## config.mk

```make
export PLATFORM = sky130hd
export DESIGN_NAME = olrc_ctrl
export DESIGN_NICKNAME = d
export VERILOG_FILES = /design/src/design/overwriting_log_ring_with_cursor_assert.svh /design/src/design/olrc_pkg.sv /design/src/design/olrc_ctrl.sv
export SDC_FILE = /design/constraint.sdc
export NUM_CORES = 1
export LEC_CHECK = 0
export BUFFER_PORTS_ARGS = -buffer_cell sky130_fd_sc_hd__buf_2
export CORE_UTILIZATION = 29
export CTS_CLUSTER_SIZE = 16
export DETAILED_ROUTE_END_ITERATION = 12
export PLACE_DENSITY_LB_ADDON = 0.05
export SKIP_LAST_GASP = 1
export SLEW_MARGIN = 0
export SYNTH_ARGS = -nofsm -noshare
export SYNTH_HDL_FRONTEND = slang
export SYNTH_SLANG_ARGS = --single-unit
```

## constraint.sdc

```tcl
create_clock -name i_clk -period 23.9 [get_ports i_clk]
set_clock_uncertainty 0.15 [all_clocks]
set_input_delay 1.195 -clock i_clk [delete_from_list [all_inputs] [get_ports i_clk]]
set_output_delay 1.195 -clock i_clk [all_outputs]
set_load 0.05 [all_outputs]
```

## src/design/overwriting_log_ring_with_cursor_assert.svh

```systemverilog
// Assertion helpers for the log ring. Both sample on the rising edge of i_clk
// and stay quiet while i_rst_n is low.
`ifndef OVERWRITING_LOG_RING_WITH_CURSOR_ASSERT_SVH
`define OVERWRITING_LOG_RING_WITH_CURSOR_ASSERT_SVH

// Consequent must hold in the same cycle as the antecedent.
`define OLRC_ASSERT_SAME(lbl, ante, cons) \
    lbl: assert property (@(posedge i_clk) disable iff (!i_rst_n) (ante) |-> (cons)) \
        else $error("log ring check failed");

// Consequent must hold in the cycle after the antecedent.
`define OLRC_ASSERT_NEXT(lbl, ante, cons) \
    lbl: assert property (@(posedge i_clk) disable iff (!i_rst_n) (ante) |=> (cons)) \
        else $error("log ring check failed");

`endif

```

## src/design/olrc_pkg.sv

```systemverilog
`timescale 1ns / 1ps
`default_nettype none

package olrc_pkg;

    localparam int CAP_W    = 9;
    localparam int CURSOR_W = 32;
    localparam int WORD_W   = 64;

    localparam logic CMD_APPEND = 1'b0;
    localparam logic CMD_DRAIN  = 1'b1;

    // Memory access issued by the ring controller for one transaction.
    typedef struct packed {
        logic             wr_en;
        logic             rd_en;
        logic [CAP_W-1:0] idx;
    } t_mem_req;

    // Everything of a result except the entry word itself.
    typedef struct packed {
        logic                hit;
        logic [CURSOR_W-1:0] next_cursor;
        logic [CURSOR_W-1:0] evicted;
    } t_meta;

endpackage

`default_nettype wire

```

## src/design/olrc_ctrl.sv

```systemverilog
`timescale 1ns / 1ps
`default_nettype none

module olrc_ctrl
    import olrc_pkg::*;
#(
    parameter int RING_DEPTH = 256
) (
    input  wire logic                i_clk,
    input  wire logic                i_rst_n,
    input  wire logic                i_accept,
    input  wire logic                i_command,
    input  wire logic [CURSOR_W-1:0] i_read_cursor,
    input  wire logic                i_cfg_we,
    input  wire logic [CAP_W-1:0]    i_cfg_data,
    output t_mem_req                 o_mem_req,
    output t_meta                    o_meta
);

    localparam int CAP_MAX = (RING_DEPTH > 256) ? 256 : RING_DEPTH;

    logic [CAP_W-1:0]    r_cap,    n_cap;
    logic [CAP_W-1:0]    r_head,   n_head;
    logic [CAP_W-1:0]    r_start,  n_start;
    logic [CAP_W-1:0]    r_held,   n_held;
    logic [CURSOR_W-1:0] r_total,  n_total;
    logic [CURSOR_W-1:0] r_oldest, n_oldest;

    logic                do_append;
    logic                full;
    logic [CAP_W:0]      head_inc;
    logic [CAP_W-1:0]    head_wrap;
    logic [CURSOR_W-1:0] total_inc;
    logic [CAP_W-1:0]    held_inc;

    logic [CURSOR_W-1:0] c_clamp;
    logic                lagging;
    logic [CURSOR_W-1:0] c_sync;
    logic                hit;
    logic [CURSOR_W-1:0] offset;
    logic [CAP_W:0]      slot_sum;
    logic [CAP_W-1:0]    slot;

    assign do_append = i_accept && (i_command == CMD_APPEND) && (r_cap != '0);
    assign full      = (r_held == r_cap);

    // Append bookkeeping: head wraps at the capacity, the oldest slot follows
    // the head once the ring is full.
    always_comb begin
        head_inc  = {1'b0, r_head} + (CAP_W+1)'(1);
        head_wrap = (head_inc == {1'b0, r_cap}) ? '0 : head_inc[CAP_W-1:0];
        total_inc = r_total + CURSOR_W'(1);
        held_inc  = full ? r_held : r_held + CAP_W'(1);
    end

    always_comb begin
        n_cap    = r_cap;
        n_head   = r_head;
        n_start  = r_start;
        n_held   = r_held;
        n_total  = r_total;
        n_oldest = r_oldest;
        if (i_cfg_we) begin
            n_cap    = (32'(i_cfg_data) > CAP_MAX) ? CAP_W'(CAP_MAX) : i_cfg_data;
            n_head   = '0;
            n_start  = '0;
            n_held   = '0;
            n_total  = '0;
            n_oldest = '0;
        end else if (do_append) begin
            n_head   = head_wrap;
            n_start  = full ? head_wrap : r_start;
            n_held   = held_inc;
            n_total  = total_inc;
            n_oldest = (total_inc >= CURSOR_W'(held_inc))
                     ? total_inc - CURSOR_W'(held_inc) : '0;
        end
    end

    always_ff @(posedge i_clk) begin
        if (!i_rst_n) begin
            r_cap    <= CAP_W'(CAP_MAX);
            r_head   <= '0;
            r_start  <= '0;
            r_held   <= '0;
            r_total  <= '0;
            r_oldest <= '0;
        end else begin
            r_cap    <= n_cap;
            r_head   <= n_head;
            r_start  <= n_start;
            r_held   <= n_held;
            r_total  <= n_total;
            r_oldest <= n_oldest;
        end
    end

    // Drain: clamp, resync, then locate the slot. The offset from the oldest
    // entry is below the held count, so one conditional subtract wraps it.
    always_comb begin
        c_clamp  = (i_read_cursor > r_total) ? r_total : i_read_cursor;
        lagging  = (c_clamp < r_oldest);
        c_sync   = lagging ? r_oldest : c_clamp;
        hit      = (c_sync < r_total) && (r_held != '0) && (r_cap != '0);
        offset   = c_sync - r_oldest;
        slot_sum = {1'b0, r_start} + {1'b0, offset[CAP_W-1:0]};
        slot     = (slot_sum >= {1'b0, r_cap}) ? CAP_W'(slot_sum - {1'b0, r_cap})
                                               : slot_sum[CAP_W-1:0];
    end

    always_comb begin
        o_mem_req.wr_en = do_append;
        o_mem_req.rd_en = i_accept && (i_command == CMD_DRAIN) && hit;
        o_mem_req.idx   = (i_command == CMD_APPEND) ? r_head : slot;

        o_meta = '0;
        if (i_command == CMD_DRAIN) begin
            if (r_cap == '0) begin
                o_meta.next_cursor = i_read_cursor;
            end else begin
                o_meta.hit         = hit;
                o_meta.next_cursor = hit ? c_sync + CURSOR_W'(1) : c_sync;
                o_meta.evicted     = lagging ? r_oldest - c_clamp : '0;
            end
        end
    end

endmodule

`default_nettype wire

```

==> key figures <==
Run status
  • Status: finished, final reports clean

Floorplan
  • Ports: 122
  • Row count: 75
  • Starting density of the core: 0.295
  • Die area: 43700 µm²
  • Die Wd: 209 µm
  • Core region area: 42100 µm²
  • Die Y: 209 µm

Global routing
  • Vias in the first global route: 12100
  • Initial antenna violation count: 0
  • Gr ovfl total: 0
  • First-pass GRT wire length: 74400 µm
  • M3 GR Usage: 0.0222
  • GRT met2 Usage: 0.361
  • Met1 usage: 0.315
  • Largest net degree at the start of global routing: 70
  • Grt peak-use layer: met2
  • Gr usage total: 0.223

CTS
  • Number of buffers created by CTS: 9
  • Post-CTS resize count: 0
  • Clock Sinks: 100
  • Htree depth: 3
  • Root Driver: clkbuf_16
  • Clk Latency, worst-skew pair: 360 ps
  • Longest Clk Path Bufs: 2
  • Worst-path clk slew: 70 ps
  • Setup repair bufs after CTS: 0
  • TritonCTS clock tree: built
  • Post-CTS Hold Fix Bufs: 0

Power and ir drop
  • Pwr dens: 48.0 nW/µm²
  • Clk network pwr share: 0.225
  • Sw Ratio: 0.443
  • Lkg Pwr: 0.00573 µW
  • VDD IR max: 0.0000432 V
  • Psw: 292 µW
  • Seq pwr share: 0.262
  • Overall power: 659 µW
  • Internal power: 367 µW
  • Comb power frac: 0.513

Timing
  • Final min period: 13440 ps
  • Setup-failing EPs final: 0
  • Worst-margin pin slew: 1180 ps
  • Final worst path period share: 0.562
  • Final slew viol count: 0
  • Max Freq: 74.4 MHz
  • Final Hold Fails: 0
  • Relative slew margins: 0.211
  • Unrepaired setup endpoints after global routing: no
  • Final setup TNS: 0 ps

Critical path
  • Instance count on the critical path: 43
  • Max FO, Critical Path: 69
  • Worst EP required: 22560 ps
  • CP peak stage delay: 770 ps
  • CP Launch Type: input pin
  • CP top delay family: simple AND/OR/NAND/NOR gates
  • Buf+Inv Stages, Crit Path: 6
  • Crit path arrival time: 12100 ps
  • Slowest-stage cell, CP: o32ai_4
  • R2R cell count: 18
  • Setup CP Type: in -> out
  • CP Capture Type: output pin

Routing
  • Vias: 12500
  • Post-DR wirelength/cell: 21.0 µm
  • WL final: 48900 µm
  • Vias per cell: 5.36
  • DRC: 0
  • Post-DRT Antenna Nets: 0
  • Drt first-iter violations: 880
  • TritonRoute pass-1 iters: 5

Synth
  • Syn nets: 1919
  • Cell variety after synth: 81
  • Syn Std Cell Area: 12400 µm²
  • Synth Instances: 1732
  • Async set-reset flop share out of synthesis: 0
  • Prevailing post-synth register cell: dfxtp_1
  • Avg Inst Size Synth: 7.19 µm²
  • Ys Warns: 0
  • Sequential element share of the synthesized area: 0.161
  • EDFF count, synth: 0
  • Yosys reg bits: 100

Cells and area
  • Share of cells above drive strength 1: 0.101
  • Nets: 1974
  • Fillers: 4610
  • Synth-to-layout area growth: 10.4%
  • Commonest cells after routing, fill and taps aside: 219 x nor2_1, 159 x a21oi_1, 136 x ha_1, 121 x nand2_1, 121 x buf_2
  • Ant diodes: 0
  • Commonest non-fill, non-tap cell in the layout: nor2_1

Placed design
  • DP Wirelength: 40000 µm
  • Gpl congestion: 0.941
  • PortBufs: 121

Job
  • Max_cap viols: 0

Hold path
  • Worst hold path type: reg -> reg
  • Hold path depth: 2
-- kinds of logic after synthesis --
kind of cell / Yosys count / synth area share
AO/OA/AOI/OAI: 430 / 0.217
XOR/XNOR: 170 / 0.120
adder cells (fa/ha/maj): 141 / 0.145
buffers and inverters: 187 / 0.0610
flip-flops: 100 / 0.161
multiplexers: 39 / 0.0323
AND/OR/NAND/NOR: 665 / 0.265
-- path summary, 6_finish.rpt --
check                      startpoint  slack, ps                        to
min reg2reg  r_total[31]$_SDFFE_PP0P_        360  r_total[31]$_SDFFE_PP0P_
max reg2reg    r_held[3]$_SDFFE_PP0P_      18720  r_oldest[8]$_SDFFE_PP0P_
max                 i_read_cursor[30]      10460              o_mem_req[0]
min          r_total[31]$_SDFFE_PP0P_        360  r_total[31]$_SDFFE_PP0P_
-- registers in the layout, summed over array words and instances (netlist names) --
register	count
r_held	9
r_total	32
r_start	9
r_head	9
r_cap	9
r_oldest	32
-- power groups by stage --
stage / combinational (µW) / sequential [µW] / clock [µW]
after floorplan: 251 / 174 / 0
after global placement: 340 / 176 / 0
after detailed placement: 340 / 176 / 0
after CTS: 341 / 172 / 155
after global routing: 372 / 173 / 161
final: 338 / 172 / 149
-- Yosys cell counts (all sizes together), types with 8 or more instances --
cell type	number	area (µm²)
a211oi	26	218
a21o	50	375
a21oi	160	805
a22oi	23	173
and2	19	119
and3	25	156
and4	8	70.1
buf	28	163
clkbuf	63	236
dfxtp	100	2000
ha	136	1700
inv	95	357
mux2i	33	330
nand2	121	454
nand2b	13	81.3
nand3	74	375
nand4	45	297
nor2	220	828
nor2b	14	87.6
nor3	49	260
nor4	17	128
o21a	8	60.1
o21ai	93	465
or3	37	231
xnor2	108	946
xor2	62	543
-- worst reg2reg max path, cell delays in order (launching register included) --
cell and delay [ps]:
dfxtp_1 470, xor2_1 110, nor4_1 290, nand4_1 300
xnor2_1 250, ha_1 190, inv_1 50, fa_1 400
a21o_1 170, a21oi_1 210, o21ai_0 120, a21oi_1 340
o21a_1 210, o211ai_2 230, nor3b_4 360, o2111ai_1 170
and2_1 570, a32oi_1 400, nor2_1 50
-- per-stage QoR --
step	instances	hold WS, ps	setup slack [ps]	instance area [µm²]	utilization
after floorplan	1732	305	11890	12400	-
after global placement	2315	338	10570	13500	0.319
after global routing	2328	370	9590	13700	0.326
final	2328	356	10460	13700	0.326
after detailed placement	2315	341	10380	13500	0.319
after CTS	2328	354	10360	13700	0.326
-- layout make-up --
type                            instances  area [µm²]  share of cell area
Multi-Input combinational cell       1445        9710               0.707
Sequential cell                       100        2000               0.146
Timing Repair Buffer                  135         711              0.0517
Tap cell                              539         674              0.0491
Inverter                               96         360              0.0262
Clock buffer                           10         239              0.0174
Clock inverter                          3        40.0             0.00291
-- routing by layer --
| layer | share of wire | routed length (µm) |
|---|---|---|
| met1 | 0.50 | 24400 |
| met2 | 0.45 | 22000 |
| met3 | 0.034 | 1680 |
| met4 | 0.018 | 857 |
| met5 | 0 | 0 |
No activity file was read; power rests on OpenSTA's default activity.
